`src/rtl/u8u16_pkg.sv`:
```
package u8u16_pkg;

    // Capacity register reset value (code units, terminator included)
    localparam logic [15:0] MAX_UNITS_RESET = 16'd256;

    // Unit emitted in place of an unsupported lead byte ('?')
    localparam logic [15:0] SUBST_UNIT = 16'h003F;

    // Lead byte classification masks and patterns
    localparam logic [7:0] LEAD2_MASK = 8'hE0;
    localparam logic [7:0] LEAD2_CODE = 8'hC0;
    localparam logic [7:0] LEAD3_MASK = 8'hF0;
    localparam logic [7:0] LEAD3_CODE = 8'hE0;

    // Bytes still expected after a lead byte
    localparam logic [1:0] PEND_NONE = 2'd0;
    localparam logic [1:0] PEND_ONE  = 2'd1;
    localparam logic [1:0] PEND_TWO  = 2'd2;
    localparam logic [1:0] PEND_SKIP = 2'd3;

    // Result queue geometry
    localparam int OUTQ_DEPTH = 4;
    localparam int OUTQ_AW    = $clog2(OUTQ_DEPTH);
    localparam int OUTQ_CW    = $clog2(OUTQ_DEPTH + 1);

    // One result item
    typedef struct packed {
        logic [15:0] string_length;
        logic        is_terminator;
        logic [15:0] unit_index;
        logic [15:0] code_unit;
    } res_t;

    // Results produced by one input byte (at most two)
    typedef struct packed {
        logic v0;
        res_t r0;
        logic v1;
        res_t r1;
    } dec_out_t;

endpackage

```
`src/rtl/u8u16_decode.sv`:
```
module u8u16_decode
    import u8u16_pkg::*;
(
    input  logic        aclk,
    input  logic        aresetn,
    input  logic        fire,
    input  logic [7:0]  in_byte,
    input  logic        string_start,
    input  logic [15:0] max_units,
    output dec_out_t    dec_out
);

    logic [1:0]  pend_reg, pend_next;
    logic        skip_reg, skip_next;
    logic [15:0] pv_reg, pv_next;
    logic [15:0] cnt_reg, cnt_next;
    logic        done_reg, done_next;

    logic [1:0]  pend_cur;
    logic        skip_cur;
    logic [15:0] pv_cur;
    logic [15:0] cnt_cur;
    logic        done_cur;
    logic [15:0] limit;
    logic [15:0] cnt_inc;
    logic [15:0] pv_merged;
    logic        emit;
    logic [15:0] unit;

    // Decode one byte against the current string state
    always_comb begin
        pend_cur = string_start ? PEND_NONE : pend_reg;
        skip_cur = string_start ? 1'b0 : skip_reg;
        pv_cur   = string_start ? 16'd0 : pv_reg;
        cnt_cur  = string_start ? 16'd0 : cnt_reg;
        done_cur = string_start ? 1'b0 : done_reg;
        limit    = (max_units == 16'd0) ? 16'd0 : max_units - 16'd1;
        cnt_inc  = cnt_cur + 16'd1;
        pv_merged = pv_cur | ((pend_cur == PEND_TWO) ? {4'd0, in_byte[5:0], 6'd0}
                                                     : {10'd0, in_byte[5:0]});

        pend_next = pend_cur;
        skip_next = skip_cur;
        pv_next   = pv_cur;
        cnt_next  = cnt_cur;
        done_next = done_cur;
        emit      = 1'b0;
        unit      = 16'd0;
        dec_out   = '0;

        if (done_cur) begin
            // Drop bytes after the terminator
        end else if (cnt_cur >= limit) begin
            dec_out.v0 = 1'b1;
            dec_out.r0.unit_index    = cnt_cur;
            dec_out.r0.is_terminator = 1'b1;
            dec_out.r0.string_length = cnt_cur;
            done_next = 1'b1;
            pend_next = PEND_NONE;
            skip_next = 1'b0;
        end else if (skip_cur) begin
            pend_next = pend_cur - 2'd1;
            if (pend_cur == PEND_ONE) begin
                skip_next = 1'b0;
            end
        end else if (pend_cur != PEND_NONE) begin
            pv_next   = pv_merged;
            pend_next = pend_cur - 2'd1;
            if (pend_cur == PEND_ONE) begin
                emit = 1'b1;
                unit = pv_merged;
            end
        end else if (!in_byte[7]) begin
            if (in_byte == 8'd0) begin
                dec_out.v0 = 1'b1;
                dec_out.r0.unit_index    = cnt_cur;
                dec_out.r0.is_terminator = 1'b1;
                dec_out.r0.string_length = cnt_cur;
                done_next = 1'b1;
            end else begin
                emit = 1'b1;
                unit = {9'd0, in_byte[6:0]};
            end
        end else if ((in_byte & LEAD2_MASK) == LEAD2_CODE) begin
            pv_next   = {5'd0, in_byte[4:0], 6'd0};
            pend_next = PEND_ONE;
        end else if ((in_byte & LEAD3_MASK) == LEAD3_CODE) begin
            pv_next   = {in_byte[3:0], 12'd0};
            pend_next = PEND_TWO;
        end else begin
            emit      = 1'b1;
            unit      = SUBST_UNIT;
            skip_next = 1'b1;
            pend_next = PEND_SKIP;
        end

        // Emit a unit, and the terminator too when capacity is reached
        if (emit) begin
            dec_out.v0 = 1'b1;
            dec_out.r0.code_unit  = unit;
            dec_out.r0.unit_index = cnt_cur;
            cnt_next = cnt_inc;
            if (cnt_inc >= limit) begin
                dec_out.v1 = 1'b1;
                dec_out.r1.unit_index    = cnt_inc;
                dec_out.r1.is_terminator = 1'b1;
                dec_out.r1.string_length = cnt_inc;
                done_next = 1'b1;
                pend_next = PEND_NONE;
                skip_next = 1'b0;
            end
        end
    end

    // Hold string state; advance on each decoded byte
    always_ff @(posedge aclk) begin
        if (!aresetn) begin
            pend_reg <= PEND_NONE;
            skip_reg <= 1'b0;
            pv_reg   <= 16'd0;
            cnt_reg  <= 16'd0;
            done_reg <= 1'b0;
        end else if (fire) begin
            pend_reg <= pend_next;
            skip_reg <= skip_next;
            pv_reg   <= pv_next;
            cnt_reg  <= cnt_next;
            done_reg <= done_next;
        end
    end

`ifndef SYNTHESIS
    a_second_is_term: assert property (@(posedge aclk) disable iff (!aresetn)
        dec_out.v1 |-> dec_out.v0 && !dec_out.r0.is_terminator && dec_out.r1.is_terminator)
        else $error("second result without unit before terminator");

    a_done_after_term: assert property (@(posedge aclk) disable iff (!aresetn)
        fire && ((dec_out.v0 && dec_out.r0.is_terminator) || dec_out.v1) |=> done_reg)
        else $error("string not closed after terminator");

    a_len_only_term: assert property (@(posedge aclk) disable iff (!aresetn)
        dec_out.v0 && !dec_out.r0.is_terminator |-> dec_out.r0.string_length == 16'd0)
        else $error("length on a non-terminator result");

    a_skip_pending: assert property (@(posedge aclk) disable iff (!aresetn)
        skip_reg |-> pend_reg != PEND_NONE)
        else $error("skipping with nothing left to discard");
`endif

endmodule

```
`src/rtl/u8u16_outq.sv`:
```
module u8u16_outq
    import u8u16_pkg::*;
(
    input  logic     aclk,
    input  logic     aresetn,
    input  logic     push,
    input  dec_out_t dec_out,
    output logic     space_ok,
    output logic     out_valid,
    input  logic     out_ready,
    output res_t     out_res
);

    res_t                 mem_reg [OUTQ_DEPTH];
    logic [OUTQ_AW-1:0]   wr_ptr_reg, wr_ptr_next;
    logic [OUTQ_AW-1:0]   rd_ptr_reg, rd_ptr_next;
    logic [OUTQ_CW-1:0]   count_reg, count_next;
    logic                 wr0, wr1, pop;
    logic [OUTQ_AW-1:0]   wr_ptr_plus1;

    // Room for a full pair of results
    assign space_ok  = count_reg <= OUTQ_CW'(OUTQ_DEPTH - 2);
    assign out_valid = count_reg != '0;
    assign out_res   = mem_reg[rd_ptr_reg];

    always_comb begin
        wr0          = push && dec_out.v0;
        wr1          = push && dec_out.v1;
        pop          = out_valid && out_ready;
        wr_ptr_plus1 = wr_ptr_reg + OUTQ_AW'(1);
        wr_ptr_next  = wr_ptr_reg + OUTQ_AW'(wr0) + OUTQ_AW'(wr1);
        rd_ptr_next  = rd_ptr_reg + OUTQ_AW'(pop);
        count_next   = count_reg + OUTQ_CW'(wr0) + OUTQ_CW'(wr1) - OUTQ_CW'(pop);
    end

    // Store results in arrival order
    always_ff @(posedge aclk) begin
        if (wr0) begin
            mem_reg[wr_ptr_reg] <= dec_out.r0;
        end
        if (wr1) begin
            mem_reg[wr_ptr_plus1] <= dec_out.r1;
        end
    end

    // Advance pointers and occupancy
    always_ff @(posedge aclk) begin
        if (!aresetn) begin
            wr_ptr_reg <= '0;
            rd_ptr_reg <= '0;
            count_reg  <= '0;
        end else begin
            wr_ptr_reg <= wr_ptr_next;
            rd_ptr_reg <= rd_ptr_next;
            count_reg  <= count_next;
        end
    end

`ifndef SYNTHESIS
    a_no_overflow: assert property (@(posedge aclk) disable iff (!aresetn)
        count_reg <= OUTQ_CW'(OUTQ_DEPTH))
        else $error("result queue overflow");

    a_push_has_room: assert property (@(posedge aclk) disable iff (!aresetn)
        push |-> space_ok)
        else $error("push without room for two results");

    a_ptr_gap: assert property (@(posedge aclk) disable iff (!aresetn)
        count_reg != OUTQ_CW'(OUTQ_DEPTH) |->
            OUTQ_AW'(wr_ptr_reg - rd_ptr_reg) == count_reg[OUTQ_AW-1:0])
        else $error("pointers disagree with occupancy");
`endif

endmodule

```
`src/rtl/utf8_to_utf16_bmp_decoder_top.sv`:
```
// Channel   Dir  Transaction payload
// s_axis    in   tdata: in_byte[7:0]; tuser: string_start
// m_axis    out  tdata: code_unit[15:0], unit_index[31:16], string_length[47:32];
//                tlast: is_terminator
// cfg       in   cfg_wr_data: max_units (written when cfg_wr_en is high)
//
// One byte per cycle is taken while the queue has room for two results; a byte is
// held in the input register and decoded from there into a four-entry result queue.
// A byte yields zero, one or two results; the result port drains one per ready cycle,
// so the queue's free space (room for two) sets when the input register advances.
// Reset (aresetn low, synchronous) clears string state, queue and max_units to 256.
module utf8_to_utf16_bmp_decoder_top
    import u8u16_pkg::*;
(
    input  logic        aclk,
    input  logic        aresetn,
    input  logic        s_axis_tvalid,
    output logic        s_axis_tready,
    input  logic [7:0]  s_axis_tdata,   // [7:0] in_byte
    input  logic        s_axis_tuser,   // [0] string_start
    output logic        m_axis_tvalid,
    input  logic        m_axis_tready,
    output logic [47:0] m_axis_tdata,   // [15:0] code_unit, [31:16] unit_index,
                                        // [47:32] string_length
    output logic        m_axis_tlast,
    input  logic        cfg_wr_en,
    input  logic [15:0] cfg_wr_data
);

    logic        in_valid_reg, in_valid_next;
    logic [7:0]  in_byte_reg;
    logic        in_start_reg;
    logic [15:0] max_units_reg;
    logic        space_ok;
    logic        fire;
    logic        s_accept;
    dec_out_t    dec_out;
    res_t        out_res;

    assign fire          = in_valid_reg && space_ok;
    assign s_axis_tready = !in_valid_reg || space_ok;
    assign s_accept      = s_axis_tvalid && s_axis_tready;

    always_comb begin
        in_valid_next = in_valid_reg;
        if (s_accept) begin
            in_valid_next = 1'b1;
        end else if (fire) begin
            in_valid_next = 1'b0;
        end
    end

    // Hold the input transaction until it is decoded
    always_ff @(posedge aclk) begin
        if (!aresetn) begin
            in_valid_reg <= 1'b0;
        end else begin
            in_valid_reg <= in_valid_next;
        end
    end

    always_ff @(posedge aclk) begin
        if (s_accept) begin
            in_byte_reg  <= s_axis_tdata;
            in_start_reg <= s_axis_tuser;
        end
    end

    // Capacity register
    always_ff @(posedge aclk) begin
        if (!aresetn) begin
            max_units_reg <= MAX_UNITS_RESET;
        end else if (cfg_wr_en) begin
            max_units_reg <= cfg_wr_data;
        end
    end

    u8u16_decode u_decode (
        .aclk         (aclk),
        .aresetn      (aresetn),
        .fire         (fire),
        .in_byte      (in_byte_reg),
        .string_start (in_start_reg),
        .max_units    (max_units_reg),
        .dec_out      (dec_out)
    );

    u8u16_outq u_outq (
        .aclk      (aclk),
        .aresetn   (aresetn),
        .push      (fire),
        .dec_out   (dec_out),
        .space_ok  (space_ok),
        .out_valid (m_axis_tvalid),
        .out_ready (m_axis_tready),
        .out_res   (out_res)
    );

    // Pack the result transaction
    assign m_axis_tdata = {out_res.string_length, out_res.unit_index, out_res.code_unit};
    assign m_axis_tlast = out_res.is_terminator;

endmodule

```
`config.mk`:
```
export PLATFORM = sky130hd
export DESIGN_NAME = utf8_to_utf16_bmp_decoder_top
export DESIGN_NICKNAME = d
export VERILOG_FILES = /design/src/rtl/u8u16_pkg.sv /design/src/rtl/u8u16_decode.sv /design/src/rtl/u8u16_outq.sv /design/src/rtl/utf8_to_utf16_bmp_decoder_top.sv
export SDC_FILE = /design/constraint.sdc
export NUM_CORES = 1
export LEC_CHECK = 0
export ABC_AREA = 0
export CAP_MARGIN = 20
export CORE_MARGIN = 3
export CORE_UTILIZATION = 65
export DETAILED_ROUTE_END_ITERATION = 7
export DONT_BUFFER_PORTS = 1
export GPL_ROUTABILITY_DRIVEN = 0
export GPL_TIMING_DRIVEN = 0
export PLACE_DENSITY = 0.91
export SYNTH_ARGS = -nofsm -noshare
export SYNTH_HDL_FRONTEND = slang
export SYNTH_SLANG_ARGS = --single-unit
```
`constraint.sdc`:
```
create_clock -name aclk -period 14.28 [get_ports aclk]
set_clock_uncertainty 0.05 [all_clocks]
set_input_delay 2.856 -clock aclk [delete_from_list [all_inputs] [get_ports aclk]]
set_output_delay 2.856 -clock aclk [all_outputs]
set_load 0.005 [all_outputs]
```
==> impl_metrics.env, run 1 <==
export IMPL_status="finished clean"
export IMPL_cp_end_kind="flop"
export IMPL_finalPower_mw=2.05
export IMPL_dr_wl_met2_um=17600
export IMPL_syn_cell_area_um2=13700
export IMPL_min_to="u_decode.cnt_reg[14]"
export IMPL_io_buffer_count=0
export IMPL_overflow=0
export IMPL_place_area_um2=14100
export IMPL_initial_utilization_pct=66.9
export IMPL_fin_nets=1363
export IMPL_wl_um=38100
export IMPL_async_flop_share_pct=0
export IMPL_wl_met3_um=5290
export IMPL_r2r_worst_path_cells=22
export IMPL_drive_gt1_share_pct=13.1
export IMPL_fill_cells=1290
export IMPL_num_io_pins=81
export IMPL_maxSlewViolCount=0
export IMPL_peakVddDrop_mv=0.101
export IMPL_antenna_found_initial=0
export IMPL_post_cts_resized=0
export IMPL_post_synth_cell_area_avg_um2=10.9
export IMPL_area_growth_pct=9.05
export IMPL_tightest_slew_ns=1.09
export IMPL_setup_viol=0
export IMPL_worstPathArrival_ns=7.71
export IMPL_synth_top_cells_by_count="141 x edfxtp_1, 128 x o21ai_0, 124 x dfxtp_1"
export IMPL_cts_hold_buf=0
export IMPL_clockRootBuffer="clkbuf_16"
export IMPL_hold_viol=0
export IMPL_critPathMaxFanout=33
export IMPL_slew_limit_headroom_pct=27.5
export IMPL_die_w_um=151
export IMPL_ys_flop_type="edfxtp_1"
export IMPL_synth_edff_count=141
export IMPL_drt_iter0_markers=1892
export IMPL_p_leak_nw=5.49
export IMPL_netlist_cell_type_count=72
export IMPL_final_area_um2=15000
export IMPL_synth_most_common_cell="edfxtp_1"
export IMPL_maxCapViolCount=0
export IMPL_drt_pass1_iter_count=7
export IMPL_synth_seq_cells=265
export IMPL_clock_sinks=265
export IMPL_multi_input_area_um2=6480
export IMPL_regArea_um2=6720
export IMPL_num_antenna_cells=0
export IMPL_clkTransAtPathRegs_ns=0.07
export IMPL_fin_util_pct=73.0
export IMPL_path_class="reg2reg"
export IMPL_vias=11000
export IMPL_cts_buffer_depth=3
export IMPL_final_setup_tns_ns=0
export IMPL_ys_seq_area_share_pct=49.0
export IMPL_min_period_over_period_pct=53.1
export IMPL_grt_pass1_wl_um=58100
export IMPL_fin_crit_ns=7.58
export IMPL_route_detailed_drc=0
export IMPL_post_cts_buffers=0
export IMPL_syn_num_nets=1331
export IMPL_grt_max_degree=34
export IMPL_fmax_mhz=132
export IMPL_rsz0062_at_grt="no"
export IMPL_p_per_area_nw_per_um2=137
export IMPL_syn_inst=1258
export IMPL_insertion_delay_ns=0.55
export IMPL_yosysWarnings=0
export IMPL_regToRegSetupSlack_ns=6.70
export IMPL_hp_start="u_decode.cnt_reg[14]"
export IMPL_r2r_end="u_outq.mem_reg[1][45]"
export IMPL_synth_area_leaders="edfxtp_1 31%, dfxtp_1 18%, mux4_2 8.0%"
export IMPL_dieArea_um2=22900
export IMPL_rows=52
export IMPL_reg2reg_from="in_start_reg"
export IMPL_pre_cts_ws_ns=6.97
export IMPL_hpwl_um=26200
export IMPL_min_path_type="reg2reg"
export IMPL_yosysTopAreaCell="edfxtp_1"
export IMPL_cp_start_kind="flop"
export IMPL_largest_reg_flops=196
export IMPL_drt_wirelength_per_cell_um=24.1
export IMPL_htreeDepth=1
export IMPL_core_area_um2=20500
export IMPL_min_path_cells=1
export IMPL_grt_usage_pct=32.8
export IMPL_topRoutingLayerUsed="met4"
export IMPL_fin_ws_ns=6.70
export IMPL_yosysTopAreaCellShare_pct=30.9
export IMPL_antenna_left=0
export IMPL_via_per_inst=6.94
export IMPL_grt_pass1_vias=10700
export IMPL_fp_dieH_um=151
export IMPL_numCtsBuffers=27
export IMPL_tritoncts="done"
export IMPL_wl_met1_um=13000
export IMPL_critical_path_required_ns=14.41
==> cell families (layout without fill, tap and decap cells) <==
kind of cell | after synthesis | after routing | synth area share [%]
AO/OA/AOI/OAI | 304 | 304 | 13.5
XOR/XNOR | 20 | 20 | 1.39
adder cells (fa/ha/maj) | 43 | 43 | 4.09
buffers and inverters | 111 | 163 | 3.89
flip-flops | 265 | 265 | 49.0
multiplexers | 135 | 135 | 14.3
AND/OR/NAND/NOR | 380 | 380 | 13.8
==> report_power, final <==
group / internal [mW] / switching, mW / total [mW] / leakage, nW
logic: 0.182 / 0.269 / 0.450 / 2.77
clock network: 0.400 / 0.304 / 0.704 / 0.435
registers: 0.860 / 0.0362 / 0.897 / 2.29
total: 1.44 / 0.609 / 2.05 / 5.49
==> cell usage in the layout (no fill, tap or decap), drive strengths merged, types with 11 or more instances in the layout <==
| master | n |
|---|---|
| nand3 | 26 |
| nor3 | 18 |
| clkbuf | 77 |
| a22oi | 11 |
| o21ai | 138 |
| inv | 35 |
| o22ai | 52 |
| nand2 | 118 |
| dfxtp | 124 |
| nor2 | 106 |
| nor2b | 33 |
| ha | 40 |
| mux4 | 49 |
| edfxtp | 141 |
| xor2 | 13 |
| and3 | 14 |
| and2 | 26 |
| or2 | 11 |
| buf | 41 |
| a21oi | 42 |
| mux2i | 86 |
==> final cells by class <==
class | count | share of cell area, %
inverters | 30 | 0.769
clock inverters | 15 | 0.895
clock buffers | 34 | 4.90
flip-flops and latches | 265 | 44.9
well taps | 270 | 2.26
repair buffers | 3 | 0.176
multi-input cells | 882 | 43.3
plain buffers | 81 | 2.80
==> stage by stage <==
stage	std cells	hold slack [ns]
finish	1580	0.410
global route	1580	0.424
detailed placement	1528	0.391
floorplan	1258	0.375
CTS	1577	0.411
global placement	1528	0.387
==> how the worst max path moves through the flow <==
stage               slack (ns)                    end          from  cells past startpoint
floorplan                 8.51  u_outq.mem_reg[0][16]  in_start_reg                     22
global placement          6.69  u_outq.mem_reg[0][22]  in_start_reg                     22
detailed placement        6.97  u_outq.mem_reg[0][21]  in_start_reg                     22
CTS                       6.91  u_outq.mem_reg[0][34]  in_start_reg                     22
global route              6.45  u_outq.mem_reg[0][16]  in_start_reg                     22
finish                    6.70  u_outq.mem_reg[1][45]  in_start_reg                     22
==> metal layers <==
layer	global-route usage [%]	vias up
met4	16.2	0
li1	-	4733
met3	7.93	217
met1	41.7	5086
met5	0	-
met2	52.7	935
==> critical path, cell delays in order, from the launching register on <==
cell      delay (ns)
edfxtp_1        0.37
buf_2           0.23
clkbuf_1        0.30
nor2b_1         0.17
clkbuf_1        0.58
ha_1            0.38
nand2_1         0.11
nor4b_2         0.49
and3_1          0.31
and3_1          0.28
and3_1          0.37
nand3_1         0.13
xor2_1          0.63
inv_1           0.10
ha_1            0.32
and4_1          0.20
o21ai_0         0.09
a21oi_1         0.23
o2111a_1        0.22
buf_2           0.24
nand2_1         0.32
buf_2           0.34
nand2_2         0.70
No activity file was read; power rests on OpenSTA's default activity.
==> inputs of run 2 (changes only) <==
--- a/config.mk
+++ b/config.mk
@@ -5,15 +5,15 @@
 export SDC_FILE = /design/constraint.sdc
 export NUM_CORES = 1
 export LEC_CHECK = 0
-export ABC_AREA = 0
+export ABC_AREA = 1
 export CAP_MARGIN = 20
 export CORE_MARGIN = 3
-export CORE_UTILIZATION = 65
+export CORE_UTILIZATION = 58
 export DETAILED_ROUTE_END_ITERATION = 7
 export DONT_BUFFER_PORTS = 1
 export GPL_ROUTABILITY_DRIVEN = 0
 export GPL_TIMING_DRIVEN = 0
-export PLACE_DENSITY = 0.91
+export PLACE_DENSITY = 0.86
 export SYNTH_ARGS = -nofsm -noshare
 export SYNTH_HDL_FRONTEND = slang
 export SYNTH_SLANG_ARGS = --single-unit
==> constraint.sdc (replaced) <==
create_clock -name aclk -period 6.15 [get_ports aclk]
set_clock_uncertainty 0.05 [all_clocks]
set_input_delay 1.23 -clock aclk [delete_from_list [all_inputs] [get_ports aclk]]
set_output_delay 1.23 -clock aclk [all_outputs]
set_load 0.005 [all_outputs]
==> run 2 against run 1 <==
The run now ends with DRC left; first-iteration DRC count is 42% higher; wire length rose by 25%; area after synthesis up 12%; cell count increased by 54%; clock-buffer cell count unchanged; final area rose by 12%; synthesized cell count up 63%; power increased to 3.3 times the previous value; critical path type unchanged; critical endpoint is now u_outq.mem_reg[3][30]; largest cell class is now multi-input combinational cells.
==> impl_metrics.env, run 2 <==
export IMPL_grt_pass1_vias=14200
export IMPL_syn_num_nets=2124
export IMPL_via_per_inst=6.17
export IMPL_dieArea_um2=28400
export IMPL_status="complete, but fails checks"
export IMPL_p_leak_nw=7.93
export IMPL_maxCapViolCount=0
export IMPL_grt_max_degree=34
export IMPL_worstPathArrival_ns=5.79
export IMPL_min_period_over_period_pct=92.3
export IMPL_route_detailed_drc=12
export IMPL_violations="DRC"
export IMPL_hold_viol=0
export IMPL_fmax_mhz=176
export IMPL_wl_um=47500
export IMPL_crit_top_cell="nand2_1"
export IMPL_synth_most_common_cell="nand2_1"
export IMPL_grt_pass1_wl_um=74000
export IMPL_syn_inst=2051
export IMPL_cts_buffer_depth=3
export IMPL_critical_path_required_ns=6.27
export IMPL_yosysTopAreaCell="edfxtp_1"
export IMPL_finalPower_mw=6.68
export IMPL_cp_start_kind="flop"
export IMPL_fill_cells=2080
export IMPL_tightest_slew_ns=0.984
export IMPL_ys_flop_type="edfxtp_1"
export IMPL_rows=58
export IMPL_setup_viol=0
export IMPL_slew_limit_headroom_pct=34.2
export IMPL_drive_gt1_share_pct=7.85
export IMPL_htreeDepth=1
export IMPL_area_growth_pct=8.82
export IMPL_clock_sinks=265
export IMPL_min_path_type="reg2reg"
export IMPL_cp_end_kind="flop"
export IMPL_vias=15000
export IMPL_drt_iter0_markers=2688
export IMPL_async_flop_share_pct=0
export IMPL_ys_seq_area_share_pct=43.8
export IMPL_overflow=0
export IMPL_grt_usage_pct=32.4
export IMPL_r2r_end="u_outq.mem_reg[3][30]"
export IMPL_crit_family="simple AND/OR/NAND/NOR gates"
export IMPL_p_per_area_nw_per_um2=401
export IMPL_final_common_cell="nand2_1"
export IMPL_regToRegSetupSlack_ns=0.47
export IMPL_yosysWarnings=0
export IMPL_final_cells=2433
export IMPL_place_area_um2=15800
export IMPL_yosysTopAreaCellShare_pct=27.6
export IMPL_slowest_delay_ns=0.74
export IMPL_synth_top_cells_by_count="400 x nand2_1, 279 x nor2_1, 249 x inv_1"
export IMPL_hpwl_um=33900
export IMPL_synth_edff_count=141
export IMPL_critPathSlowestCell="nand2_2"
export IMPL_holdWs_ns=0.417
export IMPL_fin_util_pct=65.3
export IMPL_min_path_cells=2
export IMPL_path_buf_inv=3
export IMPL_clkTransAtPathRegs_ns=0.06
export IMPL_synth_seq_cells=265
export IMPL_r2r_worst_path_cells=20
export IMPL_insertion_delay_ns=0.58
export IMPL_reg2reg_from="in_start_reg"
export IMPL_final_setup_tns_ns=0
export IMPL_fp_dieH_um=169
export IMPL_min_to="u_decode.pend_reg[1]"
export IMPL_fin_ws_ns=0.473
export IMPL_cp_cell_sequence="buf_6, buf_2, nor2_1, ha_1, nand2_1, nor2_2, nand2_1, nor2_2, nand2_1, xnor2_2, ha_1, nand4_1, nor3_1, nand3_1, nand3_1, nand2_4, nor2_8, nand2_2, buf_2, nand2_2"
export IMPL_dpl_cell_count=2381
export IMPL_peakVddDrop_mv=0.313
export IMPL_path_class="reg2reg"
export IMPL_mostFrequentLayoutCells="396 x nand2_1, 279 x nor2_1, 249 x inv_1"
export IMPL_clockRootBuffer="clkbuf_16"
export IMPL_fin_crit_ns=5.68
export IMPL_hp_start="u_decode.pend_reg[1]"
export IMPL_post_synth_cell_area_avg_um2=7.48
export IMPL_die_w_um=169
export IMPL_netlist_cell_type_count=50
export IMPL_num_antenna_cells=0
export IMPL_tritoncts="done"
export IMPL_fin_nets=2154
export IMPL_drt_wirelength_per_cell_um=19.5
export IMPL_core_area_um2=25500
export IMPL_syn_cell_area_um2=15300
export IMPL_io_buffer_count=0
export IMPL_initial_utilization_pct=60.0
export IMPL_drt_pass1_iter_count=8
export IMPL_num_io_pins=81
export IMPL_cts_hold_buf=0
export IMPL_numCtsBuffers=28
export IMPL_post_cts_buffers=0
export IMPL_post_cts_resized=0
export IMPL_antenna_found_initial=0
export IMPL_rsz0062_at_grt="no"
export IMPL_largest_reg_flops=196
export IMPL_final_area_um2=16700
export IMPL_pre_cts_ws_ns=0.692
export IMPL_synth_area_leaders="edfxtp_1 28%, dfxtp_1 16%, nand2_1 9.8%"
export IMPL_critPathMaxFanout=33
export IMPL_maxSlewViolCount=0
export IMPL_antenna_left=0
## run 2: layout make-up
| type | count | area, µm² | area share (%) |
|---|---|---|---|
| Buffer | 118 | 569 | 3.41 |
| Clock buffer | 34 | 754 | 4.52 |
| Clock inverter | 18 | 175 | 1.05 |
| Inverter | 262 | 986 | 5.91 |
| Multi-Input combinational cell | 1406 | 7070 | 42.4 |
| Sequential cell | 265 | 6720 | 40.3 |
| Tap cell | 330 | 413 | 2.47 |
## run 2: kinds of logic after synthesis
group	after synthesis	synth area share, %
xor gates and xnor gates	21	1.35
muxes	1	0.0734
buffers and inverters	380	10.1
AOI/OAI and AO/OA	456	16.0
DFF	265	43.8
and+or+nand+nor	885	25.0
adders and majority gates	43	3.66
## run 2: worst max path at each step
stage | from | end | slack [ns] | cells past startpoint
after floorplan | in_start_reg | u_outq.mem_reg[2][16] | 1.61 | 21
after global placement | in_start_reg | u_outq.mem_reg[3][21] | 0.20 | 20
after detailed placement | in_start_reg | u_outq.mem_reg[3][22] | 0.69 | 20
after CTS | in_start_reg | u_outq.mem_reg[3][30] | 0.69 | 20
after global routing | in_start_reg | u_outq.mem_reg[3][30] | 0.23 | 20
final | in_start_reg | u_outq.mem_reg[3][30] | 0.47 | 20
## run 2: metal layers
layer | vias up | track usage (%) | part of all wire, %
li1 | 6826 | - | -
met1 | 6707 | 42.8 | 37
met2 | 1222 | 50.0 | 43
met3 | 246 | 9.86 | 15
met4 | 0 | 13.4 | 5.0
met5 | - | 0 | 0
## run 2: power breakdown
group,internal [mW],switching (mW)
Clock,0.998,0.735
Sequential,2.22,0.149
Combinational,0.689,1.89
## run 2: worst min-delay path: stages, from the launching register on
cell     delay, ns
dfxtp_1       0.31
nand2_1       0.06
a21oi_1       0.05
==> inputs of run 3 (changes only) <==
--- a/config.mk
+++ b/config.mk
@@ -5,15 +5,14 @@
 export SDC_FILE = /design/constraint.sdc
 export NUM_CORES = 1
 export LEC_CHECK = 0
-export ABC_AREA = 1
+export BUFFER_PORTS_ARGS = -buffer_cell sky130_fd_sc_hd__buf_2
 export CAP_MARGIN = 20
 export CORE_MARGIN = 3
-export CORE_UTILIZATION = 58
+export CORE_UTILIZATION = 56
 export DETAILED_ROUTE_END_ITERATION = 7
-export DONT_BUFFER_PORTS = 1
 export GPL_ROUTABILITY_DRIVEN = 0
 export GPL_TIMING_DRIVEN = 0
-export PLACE_DENSITY = 0.86
+export PLACE_DENSITY = 0.87
 export SYNTH_ARGS = -nofsm -noshare
 export SYNTH_HDL_FRONTEND = slang
 export SYNTH_SLANG_ARGS = --single-unit
==> run 3 against run 2 <==
The run now ends clean; power is 27% lower; setup slack worse by 0.45 ns; via count is 25% lower; highest routed layer unchanged.
==> impl_metrics.env, run 3 (synthesized netlist as in run 1, its figures left out) <==
export IMPL_grt_max_degree=34
export IMPL_hold_viol=0
export IMPL_cts_buffer_depth=3
export IMPL_hp_start="u_decode.cnt_reg[4]"
export IMPL_wl_um=39600
export IMPL_slew_limit_headroom_pct=24.7
export IMPL_dieArea_um2=26400
export IMPL_antenna_left=0
export IMPL_min_to="u_decode.cnt_reg[4]"
export IMPL_core_area_um2=23800
export IMPL_fin_crit_ns=6.13
export IMPL_critical_path_required_ns=6.47
export IMPL_grt_pass1_vias=11100
export IMPL_tightest_slew_ns=1.12
export IMPL_area_growth_pct=13.8
export IMPL_crit_cells=22
export IMPL_final_common_cell="edfxtp_1"
export IMPL_crit_top_cell="o21ai_0"
export IMPL_critPathSlowestCell="nor3_2"
export IMPL_insertion_delay_ns=0.55
export IMPL_die_w_um=163
export IMPL_cts_hold_buf=0
export IMPL_min_period_over_period_pct=99.6
export IMPL_via_per_inst=6.55
export IMPL_clkTransAtPathRegs_ns=0.06
export IMPL_numCtsBuffers=27
export IMPL_clock_sinks=265
export IMPL_grt_usage_pct=29.7
export IMPL_largest_reg_flops=196
export IMPL_cp_start_kind="flop"
export IMPL_slowest_delay_ns=0.65
export IMPL_cp_end_kind="flop"
export IMPL_drt_wirelength_per_cell_um=23.1
export IMPL_drt_iter0_markers=1680
export IMPL_initial_utilization_pct=57.8
export IMPL_regToRegSetupSlack_ns=0.02
export IMPL_hpwl_um=26700
export IMPL_worstPathArrival_ns=6.45
export IMPL_fill_cells=1704
export IMPL_dpl_cell_count=1657
export IMPL_maxCapViolCount=0
export IMPL_multi_input_area_um2=6640
export IMPL_rows=56
export IMPL_crit_family="simple AND/OR/NAND/NOR gates"
export IMPL_p_comb_share_pct=24.2
export IMPL_num_io_pins=81
export IMPL_path_class="reg2reg"
export IMPL_htreeDepth=1
export IMPL_drt_pass1_iter_count=7
export IMPL_finalPower_mw=4.89
export IMPL_final_setup_tns_ns=0
export IMPL_p_sw_mw=1.44
export IMPL_reg2reg_from="in_start_reg"
export IMPL_fin_nets=1447
export IMPL_setup_viol=0
export IMPL_overflow=0
export IMPL_route_detailed_drc=0
export IMPL_r2r_worst_path_cells=22
export IMPL_regArea_um2=6720
export IMPL_fin_util_pct=65.7
export IMPL_fp_dieH_um=163
export IMPL_final_area_um2=15600
export IMPL_antenna_found_initial=0
export IMPL_min_path_cells=1
export IMPL_path_buf_inv=5
export IMPL_p_clk_share_pct=33.3
export IMPL_maxSlewViolCount=0
export IMPL_num_antenna_cells=0
export IMPL_cp_cell_sequence="buf_2, clkbuf_2, nor2b_1, clkbuf_4, ha_1, nand2_1, nor4b_4, and3_1, and3_1, and3_2, nand3_1, xor2_4, inv_1, ha_1, and4_1, o21ai_0, a21oi_1, nor2_1, nor3_2, buf_2, o21ai_0, o21ai_0"
export IMPL_fmax_mhz=163
export IMPL_peakVddDrop_mv=0.204
export IMPL_io_buffer_count=79
export IMPL_vias=11200
export IMPL_status="finished clean"
export IMPL_r2r_end="u_outq.mem_reg[0][45]"
export IMPL_swShare_pct=29.5
export IMPL_rsz0062_at_grt="yes"
export IMPL_mostFrequentLayoutCells="141 x edfxtp_1, 128 x o21ai_0, 124 x dfxtp_1"
export IMPL_critPathMaxFanout=11
export IMPL_grt_pass1_wl_um=61500
export IMPL_p_leak_nw=5.88
export IMPL_drive_gt1_share_pct=19.1
export IMPL_place_area_um2=14500
export IMPL_clockRootBuffer="clkbuf_16"
export IMPL_p_per_area_nw_per_um2=313
export IMPL_min_path_type="reg2reg"
export IMPL_tritoncts="done"
export IMPL_p_int_mw=3.45
export IMPL_pwr_share_seq_pct=42.5
export IMPL_final_cells=1713
## run 3: cell types whose count changed in the layout (fill, tap and decap cells not counted), moves of 49 or more
| cell | change |
|---|---|
| o21ai_0 | -69 |
| mux4_2 | +49 |
| nand3_1 | -75 |
| mux2i_1 | +86 |
| a21oi_1 | -81 |
| nand2_1 | -296 |
| inv_1 | -220 |
| o21ai_1 | -52 |
| buf_2 | +72 |
| nor2_1 | -174 |
## run 3: final cells by class
class | count | share of cell area, %
sequential | 265 | 43.0
timing repair buffer | 85 | 2.92
clock buffer | 38 | 4.80
multi-input combinational | 885 | 42.5
clock inverter | 11 | 0.713
buffer | 80 | 2.72
inverter | 30 | 0.737
tap | 319 | 2.56
## run 3: power groups by stage
stage	clock, mW	sequential [mW]	combinational (mW)
4_1_cts	1.63	2.07	1.15
5_1_grt	1.69	2.09	1.27
2_1_floorplan	0	2.08	0.770
3_3_place_gp	0	2.10	1.09
6_report	1.63	2.08	1.18
3_5_place_dp	0	2.11	1.13
## run 3: per-layer routing
metal / vias to the layer above / track usage, % / part of all wire [%]
met5: - / 0 / 0
met2: 884 / 48.6 / 47
met3: 165 / 6.10 / 12
met1: 5269 / 38.4 / 37
met4: 0 / 13.0 / 4.8
li1: 4910 / - / -
## run 3: worst max path at each step
| stage | startpoint | end | slack (ns) |
|---|---|---|---|
| finish | in_start_reg | u_outq.mem_reg[0][45] | 0.02 |
| global route | in_start_reg | u_outq.mem_reg[3][22] | -0.10 |
| CTS | in_start_reg | u_outq.mem_reg[1][34] | 0.01 |
| detailed placement | in_start_reg | u_outq.mem_reg[0][21] | -1.19 |
| global placement | in_start_reg | u_outq.mem_reg[0][21] | -1.51 |
| floorplan | in_start_reg | u_outq.mem_reg[0][16] | 0.38 |
## run 3: what timing repair did
item / 4_1_cts / 5_1_grt
endpoints found under the setup margin: 333 / 301
gates resized for setup: 18 / 9
cloned: 3 / 0
pin swaps: 3 / 0
buffers inserted: 0 / 2
## run 3: per-stage QoR
stage | hold WS [ns] | setup slack (ns)
2_1_floorplan | 0.375 | 0.384
3_3_place_gp | 0.387 | -1.51
3_5_place_dp | 0.394 | -1.19
4_1_cts | 0.408 | 0.0125
5_1_grt | 0.427 | -0.105
6_report | 0.407 | 0.0230
